## src/design/hsbr_pkg.sv

```systemverilog
`default_nettype none

package hsbr_pkg;

    localparam int unsigned CHAR_W = 8;
    localparam int unsigned VAL_W  = 64;
    localparam int unsigned ACC_W  = VAL_W + 4;

    localparam int unsigned IN_DATA_W  = CHAR_W + VAL_W;
    localparam int unsigned OUT_BITS   = 2 + VAL_W + VAL_W;
    localparam int unsigned OUT_DATA_W = ((OUT_BITS + 7) / 8) * 8;

    typedef enum logic [2:0] {
        PH_LEAD    = 3'd0,
        PH_UNIT    = 3'd1,
        PH_SETLEAD = 3'd2,
        PH_FIRST   = 3'd3,
        PH_LAST    = 3'd4
    } phase_t;

    typedef enum logic [1:0] {
        ST_ABSENT = 2'd0,
        ST_IGNORE = 2'd1,
        ST_UNSAT  = 2'd2,
        ST_OK     = 2'd3
    } status_t;

    localparam logic [CHAR_W-1:0] CH_SPACE   = 8'h20;
    localparam logic [CHAR_W-1:0] CH_TAB     = 8'h09;
    localparam logic [CHAR_W-1:0] CH_EQUALS  = 8'h3D;
    localparam logic [CHAR_W-1:0] CH_DASH    = 8'h2D;
    localparam logic [CHAR_W-1:0] CH_ZERO    = 8'h30;
    localparam logic [CHAR_W-1:0] CH_NINE    = 8'h39;
    localparam logic [CHAR_W-1:0] CH_UPPER_A = 8'h41;
    localparam logic [CHAR_W-1:0] CH_UPPER_Z = 8'h5A;
    localparam logic [CHAR_W-1:0] CASE_BIT   = 8'h20;

    localparam int unsigned UNIT_LEN = 5;
    localparam logic [2:0]  UNIT_POS_FULL = 3'd5;
    localparam logic [CHAR_W-1:0] UNIT_WORD [UNIT_LEN] =
        '{8'h62, 8'h79, 8'h74, 8'h65, 8'h73};

endpackage

`default_nettype wire

```

## src/design/http_single_byte_range_parser_top.sv

```systemverilog
// channel  dir  tdata (low bit up)                       tuser       tlast
// s_axis   in   char_in[7:0], total_size[71:8]           char_valid  end_of_header
// m_axis   out  status[1:0], first_byte[65:2],           -           -
//               last_byte[129:66], zero pad [135:130]
//
// one byte per cycle unless a final byte stalls; verdict then output register hold it
// stages: input register, byte consume and state update, verdict compare, output register
// reset clears the parser state and all valid flags; no clearing pass
// a stalled result holds back a final byte and every byte behind it in the input register
`default_nettype none

module http_single_byte_range_parser_top
(
    input  wire logic                                 clk,
    input  wire logic                                 rst_n,
    input  wire logic                                 s_axis_tvalid,
    output logic                                      s_axis_tready,
    input  wire logic [hsbr_pkg::IN_DATA_W-1:0]       s_axis_tdata,  // char_in, total_size
    input  wire logic                                 s_axis_tuser,  // char_valid
    input  wire logic                                 s_axis_tlast,
    output logic                                      m_axis_tvalid,
    input  wire logic                                 m_axis_tready,
    output logic [hsbr_pkg::OUT_DATA_W-1:0]           m_axis_tdata   // status, first_byte, last_byte
);

    localparam int unsigned CW = hsbr_pkg::CHAR_W;
    localparam int unsigned VW = hsbr_pkg::VAL_W;
    localparam int unsigned AW = hsbr_pkg::ACC_W;

    // input register
    logic          in_valid_reg;
    logic [CW-1:0] in_char_reg;
    logic          in_cvalid_reg;
    logic          in_last_reg;
    logic [VW-1:0] in_fs_reg;

    // parser state
    hsbr_pkg::phase_t phase_reg, phase_next;
    logic [2:0]    unit_pos_reg, unit_pos_next;
    logic          bad_reg, bad_next;
    logic          space_reg, space_next;
    logic          saw_reg, saw_next;
    logic [VW-1:0] first_val_reg, first_val_next;
    logic          first_has_reg, first_has_next;
    logic [VW-1:0] last_val_reg, last_val_next;
    logic          last_has_reg, last_has_next;

    // verdict stage snapshot
    logic          v_valid_reg;
    logic          v_saw_reg;
    logic          v_bad_reg;
    logic          v_first_has_reg;
    logic          v_last_has_reg;
    logic [VW-1:0] v_first_reg;
    logic [VW-1:0] v_last_reg;
    logic [VW-1:0] v_fs_reg;

    // output register
    logic              out_valid_reg;
    hsbr_pkg::status_t out_status_reg;
    logic [VW-1:0]     out_first_reg;
    logic [VW-1:0]     out_last_reg;

    logic s_accept;
    logic o_load;
    logic v_free;
    logic a_adv;

    logic          is_ows;
    logic          is_digit;
    logic [CW-1:0] lower_char;
    logic [3:0]    digit;
    logic [AW-1:0] first_acc;
    logic [AW-1:0] last_acc;
    logic          first_ovf;
    logic          last_ovf;

    hsbr_pkg::status_t status_calc;
    logic [VW-1:0]     fb_calc;
    logic [VW-1:0]     lb_calc;

    // handshake
    assign o_load        = v_valid_reg && (!out_valid_reg || m_axis_tready);
    assign v_free        = !v_valid_reg || o_load;
    assign a_adv         = in_valid_reg && (!in_last_reg || v_free);
    assign s_axis_tready = !in_valid_reg || a_adv;
    assign s_accept      = s_axis_tvalid && s_axis_tready;

    always_ff @(posedge clk or negedge rst_n)
    begin
        if (!rst_n)
        begin
            in_valid_reg <= 1'b0;
        end
        else if (s_accept)
        begin
            in_valid_reg <= 1'b1;
        end
        else if (a_adv)
        begin
            in_valid_reg <= 1'b0;
        end
    end

    always_ff @(posedge clk)
    begin
        if (s_accept)
        begin
            in_char_reg   <= s_axis_tdata[CW-1:0];
            in_fs_reg     <= s_axis_tdata[CW+VW-1:CW];
            in_cvalid_reg <= s_axis_tuser;
            in_last_reg   <= s_axis_tlast;
        end
    end

    // byte classification and decimal accumulate
    assign is_ows     = (in_char_reg == hsbr_pkg::CH_SPACE) || (in_char_reg == hsbr_pkg::CH_TAB);
    assign is_digit   = (in_char_reg >= hsbr_pkg::CH_ZERO) && (in_char_reg <= hsbr_pkg::CH_NINE);
    assign lower_char = ((in_char_reg >= hsbr_pkg::CH_UPPER_A) &&
                         (in_char_reg <= hsbr_pkg::CH_UPPER_Z)) ?
                        (in_char_reg | hsbr_pkg::CASE_BIT) : in_char_reg;
    assign digit      = in_char_reg[3:0];
    assign first_acc  = ({4'b0, first_val_reg} << 3) + ({4'b0, first_val_reg} << 1) + AW'(digit);
    assign last_acc   = ({4'b0, last_val_reg} << 3) + ({4'b0, last_val_reg} << 1) + AW'(digit);
    assign first_ovf  = |first_acc[AW-1:VW];
    assign last_ovf   = |last_acc[AW-1:VW];

    // consume one byte
    always_comb
    begin
        logic             live;
        hsbr_pkg::phase_t ph;

        live           = in_cvalid_reg;
        ph             = phase_reg;
        phase_next     = phase_reg;
        unit_pos_next  = unit_pos_reg;
        bad_next       = bad_reg;
        space_next     = space_reg;
        saw_next       = saw_reg;
        first_val_next = first_val_reg;
        first_has_next = first_has_reg;
        last_val_next  = last_val_reg;
        last_has_next  = last_has_reg;

        if (live && (ph == hsbr_pkg::PH_LEAD))
        begin
            if (is_ows)
            begin
                live = 1'b0;
            end
            else
            begin
                saw_next   = 1'b1;
                ph         = hsbr_pkg::PH_UNIT;
                phase_next = hsbr_pkg::PH_UNIT;
            end
        end

        if (live && !bad_reg)
        begin
            unique case (ph)
                hsbr_pkg::PH_UNIT:
                begin
                    if (is_ows)
                    begin
                        space_next = 1'b1;
                    end
                    else if (in_char_reg == hsbr_pkg::CH_EQUALS)
                    begin
                        if (unit_pos_reg != hsbr_pkg::UNIT_POS_FULL)
                        begin
                            bad_next = 1'b1;
                        end
                        phase_next = hsbr_pkg::PH_SETLEAD;
                        space_next = 1'b0;
                    end
                    else if (space_reg || (unit_pos_reg >= hsbr_pkg::UNIT_POS_FULL))
                    begin
                        bad_next = 1'b1;
                    end
                    else if (lower_char != hsbr_pkg::UNIT_WORD[unit_pos_reg])
                    begin
                        bad_next = 1'b1;
                    end
                    else
                    begin
                        unit_pos_next = unit_pos_reg + 3'd1;
                    end
                end
                hsbr_pkg::PH_SETLEAD:
                begin
                    if (is_ows)
                    begin
                        phase_next = hsbr_pkg::PH_SETLEAD;
                    end
                    else if (in_char_reg == hsbr_pkg::CH_DASH)
                    begin
                        phase_next = hsbr_pkg::PH_LAST;
                    end
                    else if (is_digit)
                    begin
                        phase_next     = hsbr_pkg::PH_FIRST;
                        first_has_next = 1'b1;
                        if (first_ovf)
                        begin
                            bad_next = 1'b1;
                        end
                        else
                        begin
                            first_val_next = first_acc[VW-1:0];
                        end
                    end
                    else
                    begin
                        bad_next = 1'b1;
                    end
                end
                hsbr_pkg::PH_FIRST:
                begin
                    if (is_ows)
                    begin
                        space_next = 1'b1;
                    end
                    else if (space_reg)
                    begin
                        bad_next = 1'b1;
                    end
                    else if (in_char_reg == hsbr_pkg::CH_DASH)
                    begin
                        phase_next = hsbr_pkg::PH_LAST;
                    end
                    else if (is_digit)
                    begin
                        if (first_ovf)
                        begin
                            bad_next = 1'b1;
                        end
                        else
                        begin
                            first_val_next = first_acc[VW-1:0];
                        end
                    end
                    else
                    begin
                        bad_next = 1'b1;
                    end
                end
                hsbr_pkg::PH_LAST:
                begin
                    if (is_ows)
                    begin
                        space_next = 1'b1;
                    end
                    else if (space_reg || !is_digit)
                    begin
                        bad_next = 1'b1;
                    end
                    else
                    begin
                        last_has_next = 1'b1;
                        if (last_ovf)
                        begin
                            bad_next = 1'b1;
                        end
                        else
                        begin
                            last_val_next = last_acc[VW-1:0];
                        end
                    end
                end
                default:
                begin
                    bad_next = 1'b1;
                end
            endcase
        end
    end

    // parser state, cleared after each final byte
    always_ff @(posedge clk or negedge rst_n)
    begin
        if (!rst_n)
        begin
            phase_reg     <= hsbr_pkg::PH_LEAD;
            unit_pos_reg  <= 3'd0;
            bad_reg       <= 1'b0;
            space_reg     <= 1'b0;
            saw_reg       <= 1'b0;
            first_val_reg <= '0;
            first_has_reg <= 1'b0;
            last_val_reg  <= '0;
            last_has_reg  <= 1'b0;
        end
        else if (a_adv)
        begin
            if (in_last_reg)
            begin
                phase_reg     <= hsbr_pkg::PH_LEAD;
                unit_pos_reg  <= 3'd0;
                bad_reg       <= 1'b0;
                space_reg     <= 1'b0;
                saw_reg       <= 1'b0;
                first_val_reg <= '0;
                first_has_reg <= 1'b0;
                last_val_reg  <= '0;
                last_has_reg  <= 1'b0;
            end
            else
            begin
                phase_reg     <= phase_next;
                unit_pos_reg  <= unit_pos_next;
                bad_reg       <= bad_next;
                space_reg     <= space_next;
                saw_reg       <= saw_next;
                first_val_reg <= first_val_next;
                first_has_reg <= first_has_next;
                last_val_reg  <= last_val_next;
                last_has_reg  <= last_has_next;
            end
        end
    end

    // verdict stage
    always_ff @(posedge clk or negedge rst_n)
    begin
        if (!rst_n)
        begin
            v_valid_reg <= 1'b0;
        end
        else if (a_adv && in_last_reg)
        begin
            v_valid_reg <= 1'b1;
        end
        else if (o_load)
        begin
            v_valid_reg <= 1'b0;
        end
    end

    always_ff @(posedge clk)
    begin
        if (a_adv && in_last_reg)
        begin
            v_saw_reg       <= saw_next;
            v_bad_reg       <= bad_next || (phase_next != hsbr_pkg::PH_LAST);
            v_first_has_reg <= first_has_next;
            v_last_has_reg  <= last_has_next;
            v_first_reg     <= first_val_next;
            v_last_reg      <= last_val_next;
            v_fs_reg        <= in_fs_reg;
        end
    end

    always_comb
    begin
        logic fs_zero;
        logic last_ge_fs;
        logic first_ge_fs;

        fs_zero     = (v_fs_reg == '0);
        last_ge_fs  = (v_last_reg >= v_fs_reg);
        first_ge_fs = (v_first_reg >= v_fs_reg);
        status_calc = hsbr_pkg::ST_IGNORE;
        fb_calc     = '0;
        lb_calc     = '0;

        if (!v_saw_reg)
        begin
            status_calc = hsbr_pkg::ST_ABSENT;
        end
        else if (v_bad_reg)
        begin
            status_calc = hsbr_pkg::ST_IGNORE;
        end
        else if (!v_first_has_reg)
        begin
            // suffix form
            if (!v_last_has_reg)
            begin
                status_calc = hsbr_pkg::ST_IGNORE;
            end
            else if (fs_zero || (v_last_reg == '0))
            begin
                status_calc = hsbr_pkg::ST_UNSAT;
            end
            else
            begin
                status_calc = hsbr_pkg::ST_OK;
                fb_calc     = last_ge_fs ? '0 : (v_fs_reg - v_last_reg);
                lb_calc     = v_fs_reg - VW'(1);
            end
        end
        else if (v_last_has_reg && (v_first_reg > v_last_reg))
        begin
            status_calc = hsbr_pkg::ST_IGNORE;
        end
        else if (fs_zero || first_ge_fs)
        begin
            status_calc = hsbr_pkg::ST_UNSAT;
        end
        else
        begin
            status_calc = hsbr_pkg::ST_OK;
            fb_calc     = v_first_reg;
            lb_calc     = (!v_last_has_reg || last_ge_fs) ? (v_fs_reg - VW'(1)) : v_last_reg;
        end
    end

    // output register
    always_ff @(posedge clk or negedge rst_n)
    begin
        if (!rst_n)
        begin
            out_valid_reg <= 1'b0;
        end
        else if (o_load)
        begin
            out_valid_reg <= 1'b1;
        end
        else if (m_axis_tready)
        begin
            out_valid_reg <= 1'b0;
        end
    end

    always_ff @(posedge clk)
    begin
        if (o_load)
        begin
            out_status_reg <= status_calc;
            out_first_reg  <= fb_calc;
            out_last_reg   <= lb_calc;
        end
    end

    assign m_axis_tvalid = out_valid_reg;
    assign m_axis_tdata  = {{(hsbr_pkg::OUT_DATA_W - hsbr_pkg::OUT_BITS){1'b0}},
                            out_last_reg, out_first_reg, out_status_reg};

    // checks
    a_unused_zero: assert property (@(posedge clk) disable iff (!rst_n)
        out_valid_reg && (out_status_reg != hsbr_pkg::ST_OK)
        |-> (out_first_reg == '0) && (out_last_reg == '0))
        else $error("offsets not zero on a non-ok verdict");

    a_ok_order: assert property (@(posedge clk) disable iff (!rst_n)
        out_valid_reg && (out_status_reg == hsbr_pkg::ST_OK) |-> (out_first_reg <= out_last_reg))
        else $error("ok verdict with first past last");

    a_lead_clean: assert property (@(posedge clk) disable iff (!rst_n)
        (phase_reg == hsbr_pkg::PH_LEAD) |-> !saw_reg && !bad_reg && !first_has_reg)
        else $error("leading phase with content recorded");

    a_final_to_verdict: assert property (@(posedge clk) disable iff (!rst_n)
        a_adv && in_last_reg |=> v_valid_reg && (phase_reg == hsbr_pkg::PH_LEAD))
        else $error("final byte did not reach the verdict stage");

    a_unit_pos: assert property (@(posedge clk) disable iff (!rst_n)
        unit_pos_reg <= hsbr_pkg::UNIT_POS_FULL)
        else $error("unit match position out of range");

endmodule

`default_nettype wire

```

## config.mk

```make
export PLATFORM = sky130hd
export DESIGN_NAME = http_single_byte_range_parser_top
export DESIGN_NICKNAME = d
export VERILOG_FILES = /design/src/design/hsbr_pkg.sv /design/src/design/http_single_byte_range_parser_top.sv
export SDC_FILE = /design/constraint.sdc
export NUM_CORES = 2
export LEC_CHECK = 0
export ABC_AREA = 0
export ABC_CLOCK_PERIOD_IN_PS = 16250
export BUFFER_PORTS_ARGS = -buffer_cell sky130_fd_sc_hd__buf_2
export CELL_PAD_IN_SITES_DETAIL_PLACEMENT = 0
export CELL_PAD_IN_SITES_GLOBAL_PLACEMENT = 1
export CORE_ASPECT_RATIO = 0.5
export CORE_MARGIN = 3
export CORE_UTILIZATION = 40
export DETAILED_ROUTE_END_ITERATION = 8
export GPL_ROUTABILITY_DRIVEN = 0
export GPL_TIMING_DRIVEN = 0
export PLACE_DENSITY_LB_ADDON = 0.1
export REMOVE_ABC_BUFFERS = 1
export SLEW_MARGIN = 20
export SYNTH_ARGS = -nofsm -noshare
export SYNTH_HDL_FRONTEND = slang
export SYNTH_SLANG_ARGS = --single-unit
```

## constraint.sdc

```tcl
create_clock -name clk -period 16.25 [get_ports clk]
set_input_delay 0 -clock clk [delete_from_list [all_inputs] [get_ports clk]]
set_output_delay 0 -clock clk [all_outputs]
set_load 0.02 [all_outputs]
```

# Word level (Yosys, flattened, before mapping)

Memories as Yosys holds them, arrays and structs flattened.
Index checks and enable logic that the tools add are counted.

Div/mod/pow operators: 0
Shifts and indexed selects: 0
Add/subtract/negate cells: 7
Bitwise operators: 2
$lt $le $gt $ge: 9
Reduce and logical (&&, ||, !) cells: 42
Multiplexer cells: 101
Equality and inequality tests: 17
Multipliers: 0

Operator list:

| cell                                                              | number |
|---|---|
| 2-to-1 mux 64 bit                                                 | 26 |
| adder 67 x 65 -> 68 bit                                           | 2 |
| adder 68 x 4 -> 68 bit                                            | 2 |
| greater-or-equal comparator 64 bit                                | 2 |
| zero test 64 bit                                                  | 2 |
| case mux 64 bit (2 select lines)                                  | 1 |
| > comparator 64 bit                                               | 1 |
| subtractor 64 x 1 -> 64 bit, second input constant                | 1 |
| subtractor 64 bit                                                 | 1 |
| 2-to-1 mux 3 bit                                                  | 19 |
| 2-to-1 mux 1 bit                                                  | 46 |
| == test 8 x 6 -> 1 bit, second input constant                     | 3 |
| 2-to-1 mux 8 bit                                                  | 2 |
| logical OR 1 bit                                                  | 11 |
| nonzero test 2 bit                                                | 5 |
| logical AND 1 bit                                                 | 9 |
| case mux 3 bit (3 select lines)                                   | 1 |
| == test 8 x 4 -> 1 bit, second input constant                     | 1 |
| greater-or-equal comparator 8 x 6 -> 1 bit, second input constant | 1 |
| greater-or-equal comparator 8 x 7 -> 1 bit, second input constant | 1 |
| <= comparator 8 x 6 -> 1 bit, second input constant               | 1 |
| <= comparator 8 x 7 -> 1 bit, second input constant               | 1 |
| inequality test 2 bit, second input constant                      | 4 |
| inequality test 8 bit                                             | 1 |
| other kinds (22)                                                  | 34 |

ROM bits: 64
Bits of input ports: 78
Memories: 1
Bits in latches: 0
RAM bits: 0
Flip-flop bits (word level): 542

Memories:

| name             | depth | bits a word | rd ports | clocked after Yosys merged registers in | wr ports | line                                     | RTL |
|---|---|---|---|---|---|---|---|
| (name not given) | 8     | 8           | 1        | 0                                       | 0        | http_single_byte_range_parser_top.sv:182 | `else if (lower_char != hsbr_pkg::UNIT_WORD[unit_pos_reg])` |

# Longest topological paths before layout

Word-level depth: 12
Depth in mapped cells: 19
Mapped depth without buffers: 16

# Worst setup path before layout

Ideal clock, no wire load.

Kind: reg2reg
Start: register out_valid_reg, in the netlist m_axis_tvalid
End: register out_first_reg[0], enable pin
Arrival time: 6.393 ns
Setup time: 0.636 ns
Clock period less this slack: 7.029 ns
Buffers on the path: 0
Cell stages (with the launch flop): 3
Slack: 9.221 ns
Path through: dfrtp_1 -> nor2b_1 -> nor2b_1

Longest elaborated chain between the ends: 3

RTL lines:

| item                   | line                                     | RTL |
|---|---|---|
| start, declared        | http_single_byte_range_parser_top.sv:59  | `logic out_valid_reg;` |
| start signal, assigned | http_single_byte_range_parser_top.sv:415 | `out_valid_reg <= 1'b0;` |
| start signal, assigned | http_single_byte_range_parser_top.sv:419 | `out_valid_reg <= 1'b1;` |
| start signal, assigned | http_single_byte_range_parser_top.sv:423 | `out_valid_reg <= 1'b0;` |
| zero test 1 bit        | http_single_byte_range_parser_top.sv:83  | `assign o_load = v_valid_reg && (!out_valid_reg \|\| m_axis_tready);` |
| logical OR 1 bit       | http_single_byte_range_parser_top.sv:83  |  |
| logical AND 1 bit      | http_single_byte_range_parser_top.sv:83  |  |
| via o_load             | http_single_byte_range_parser_top.sv:65  | `logic o_load;` |
| end signal, assigned   | http_single_byte_range_parser_top.sv:432 | `out_first_reg <= fb_calc;` |
| end, declared          | http_single_byte_range_parser_top.sv:61  | `logic [VW-1:0] out_first_reg;` |

The timed path passes the listed nets, and every way through them passes these cells.
A chain may end at the register's enable or synchronous reset.

# Worst setup path after layout

Start: register in_char_reg[3]
End: register last_val_reg[34]

Longest elaborated chain between the ends: 9
Elaborated cells between the ends (all ways): 22
Classes of those cells: add/sub (1); order compare (2); eq/ne (3); mux (10); reduce/logical (6)

RTL lines:

| item                                                                           | line                                     | RTL |
|---|---|---|
| start, declared                                                                | http_single_byte_range_parser_top.sv:32  | `logic [CW-1:0] in_char_reg;` |
| start signal, assigned                                                         | http_single_byte_range_parser_top.sv:109 | `in_char_reg <= s_axis_tdata[CW-1:0];` |
| parallel branches: the longest is 7 deep, another holds adder 68 x 4 -> 68 bit | n/a                                      |  |
| 2-to-1 mux 64 bit *                                                            | http_single_byte_range_parser_top.sv:160 | `if (live && !bad_reg)` |
| 2-to-1 mux 64 bit *                                                            | http_single_byte_range_parser_top.sv:297 | `if (in_last_reg)` |
| end signal, assigned                                                           | http_single_byte_range_parser_top.sv:318 | `last_val_reg <= last_val_next;` |
| end, declared                                                                  | http_single_byte_range_parser_top.sv:45  | `logic [VW-1:0] last_val_reg, last_val_next;` |

Mark *: on every way between the ends.

==> metrics.cfg <==
[global_route]
antenna_found_initial=10
grt_max_degree=91
grt_pass1_wl_um=198000
grt_pass1_vias=30514
track_usage=0.259
grt_overflow_total=0

[cts]
cts_tree=yes
h-tree-depth=2
cts_setup_buffers=0
clkSinkCount=542
cts.path.max_buffers=3
clockRootBuffer=clkbuf_16
clock_latency_ns=0.67
clk_pin_slew_ns=0.07
cts_buffers=55

[timing]
rsz0062_at_grt=no
slew_headroom=0.208
timing.final.ws_setup_ns=9.69
skew_ns=0.0390
min_period_ns=6.56
fin_crit_sh=0.404
drv_slew=0
setup_viol=0
fin_setup_tns_ns=0
max_freq_ghz=0.152
max_slew.worst_pin.slew_ns=1.19
hold_violations=0

[worst_setup_path]
critical_path_arrival_ns=7.14
r2r_setup_slack_ns=9.69
timing.rr.end=last_val_reg[34]
reg2reg_from=in_char_reg[3]
startpoint_type=flop
setup.worst_path.start=in_char_reg[3]
crit_required_ns=16.83
path_class=reg -> reg
r2r_cells=17
critPathMaxFanout=30
cp-end-kind=flop

[detailed_routing]
totalWireLength_um=133000
num_vias=31764
initialDrtViolationCount=3126
routedWlPerCell_um=24.3
via_per_inst=5.82
drc=0
drtAntennaViolNets=0
firstDrtPassIters=5

[final_layout]
drive_gt1_frac=0.109
fin_area_um2=44200
postLayoutCoreUtil=0.462
fin_nets=4669
syn_to_final_growth_pct=14.0

[synthesis]
ys_ff_latch=542
synth_edf_count=400
synthFlopType=edfxtp_1
syn_area_um2=38800
netlist_instances=3917
yosys_warnings=0
yosysSeqAreaShare=0.401
synthArstFlopShare=0.262
syn_area_per_cell_um2=9.90
synth_cell_types=109

[die]
dieArea_um2=101000
pin_count=216
die_x_um=446
core_um2=95700
rows=80
start_util=0.405
die_h_um=226

[power_and_ir_drop]
peakVddDrop_mv=0.0710
p_per_area_nw_per_um2=76.8
p_leak_nw=19.3

[worst_hold_path]
hp-class=in -> reg
holdPathStages=2
min_to=in_fs_reg[19]
holdCritStartpoint=s_axis_tdata[27]

[run_status]
status=complete, no violations

[place]
dp_slack_ns=9.55
io_buffers=209
dpl_cell_area_um2=41400
place_hpwl_um=106000

[job]
drv_cap=0

[routing by layer]
metal	GRT usage	share of wire	vias to the layer above
li1	-	-	15160
met1	0.397	0.49	15558
met2	0.372	0.41	924
met3	0.0620	0.084	120
met4	0.0427	0.015	2
met5	0	0.000098	-
[cells in the mapped netlist (18+ instances only)]
| library cell | instances | area share |
|---|---|---|
| o211ai_1 | 31 | 0.0060 |
| nand2b_1 | 29 | 0.0047 |
| o2bb2ai_1 | 42 | 0.0095 |
| and2_1 | 19 | 0.0031 |
| xor2_1 | 84 | 0.019 |
| nand3_1 | 67 | 0.0086 |
| nor4_1 | 39 | 0.0063 |
| o21a_1 | 24 | 0.0046 |
| edfxtp_1 | 400 | 0.31 |
| nand2_1 | 388 | 0.038 |
| nor3_1 | 58 | 0.0075 |
| inv_1 | 200 | 0.019 |
| or3_1 | 18 | 0.0029 |
| a22o_1 | 95 | 0.021 |
| a211oi_1 | 30 | 0.0058 |
| o21ai_0 | 250 | 0.032 |
| nand4_1 | 85 | 0.014 |
| a21o_1 | 148 | 0.029 |
| a31oi_1 | 26 | 0.0042 |
| nor2b_1 | 34 | 0.0055 |
| ha_1 | 450 | 0.15 |
| o21ai_1 | 50 | 0.0065 |
| dfrtp_1 | 142 | 0.092 |
| a22oi_1 | 46 | 0.0089 |
| o31ai_1 | 20 | 0.0039 |
| o21bai_1 | 39 | 0.0075 |
| nor2_1 | 211 | 0.020 |
| buf_2 | 44 | 0.0057 |
| and3_1 | 29 | 0.0047 |
| o22a_1 | 18 | 0.0041 |
| a21oi_1 | 272 | 0.035 |
| clkbuf_1 | 93 | 0.0090 |
| o2bb2ai_2 | 20 | 0.0077 |
| xnor2_1 | 163 | 0.037 |
[how the worst max path moves through the flow]
stage	endpoint	slack (ns)	cells past startpoint
finish	last_val_reg[34]	9.69	17
global route	last_val_reg[57]	9.36	17
CTS	v_last_reg[61]	9.53	16
detailed placement	v_last_reg[61]	9.55	16
global placement	out_first_reg[22]	6.11	2
floorplan	out_first_reg[0]	9.22	2
[worst max-delay path, stage by stage (launching register included)]
cell and delay (ns):
edfxtp_1 0.44, inv_1 0.24, fa_1 0.65, inv_1 0.06, ha_1 0.28, a21oi_1 0.23, nor3_1 0.11, a211oi_1 0.32
a21oi_1 0.23, o211ai_1 0.85, a2111oi_1 0.36, o21ai_0 0.27, o2111a_1 0.22, o211ai_2 0.23, nor3_4 0.86, nand2_4 0.51
buf_12 0.36, o2bb2ai_2 0.17
[power by group]
group	total (mW)	switching (mW)	internal, mW
registers	1.60	0.0526	1.55
clock network	1.40	0.621	0.783
logic	0.390	0.244	0.146
total	3.40	0.918	2.48
[timing repair]
item	in CTS	in global routing
resized for setup	0	0
hold buffers	81	0
hold endpoints to repair	234	0
[stage by stage]
step | instances | hold slack, ns | total power, mW
5_1_grt | 5454 | 0.0153 | 3.53
6_report | 5456 | 0.0542 | 3.40
3_5_place_dp | 5269 | 0.0325 | 2.00
2_1_floorplan | 3753 | -0.296 | 1.84
3_3_place_gp | 5233 | 0.176 | 1.99
4_1_cts | 5454 | 0.000539 | 3.42
[logic make-up after synthesis]
kind of cell	synth area share
adders and majority gates	0.148
other	0.0000967
AOI/OAI and AO/OA	0.216
and+or+nand+nor	0.132
DFF	0.401
muxes	0.00571
xor gates and xnor gates	0.0558
buffers and inverters	0.0413
[area by class of cell]
cell class                 count  area [um^2]
inverter                     200          758
fill                        9116        51500
multi-input combinational   3011        21800
clock inverter                40          483
antenna                        2         5.00
sequential                   542        15600
tap                         1271         1590
clock buffer                  64         1460
timing repair buffer         326         2590
[placed cells by master (no fill, tap or decap), types with 31 or more instances in the layout]
master / n
a21oi_1: 271
nor4_1: 36
nand3_1: 67
inv_1: 199
o21ai_1: 50
dlygate4sd3_1: 80
o2bb2ai_1: 42
o21ai_0: 249
o211ai_1: 31
clkbuf_16: 56
dfrtp_1: 142
nand2_1: 386
xnor2_1: 163
ha_1: 450
a22o_1: 95
buf_2: 208
nand4_1: 85
a21o_1: 148
nor2_1: 208
edfxtp_1: 400
xor2_1: 84
a22oi_1: 46
o21bai_1: 39
nor3_1: 58
nor2b_1: 33
Power figures use the tool's default switching activity.
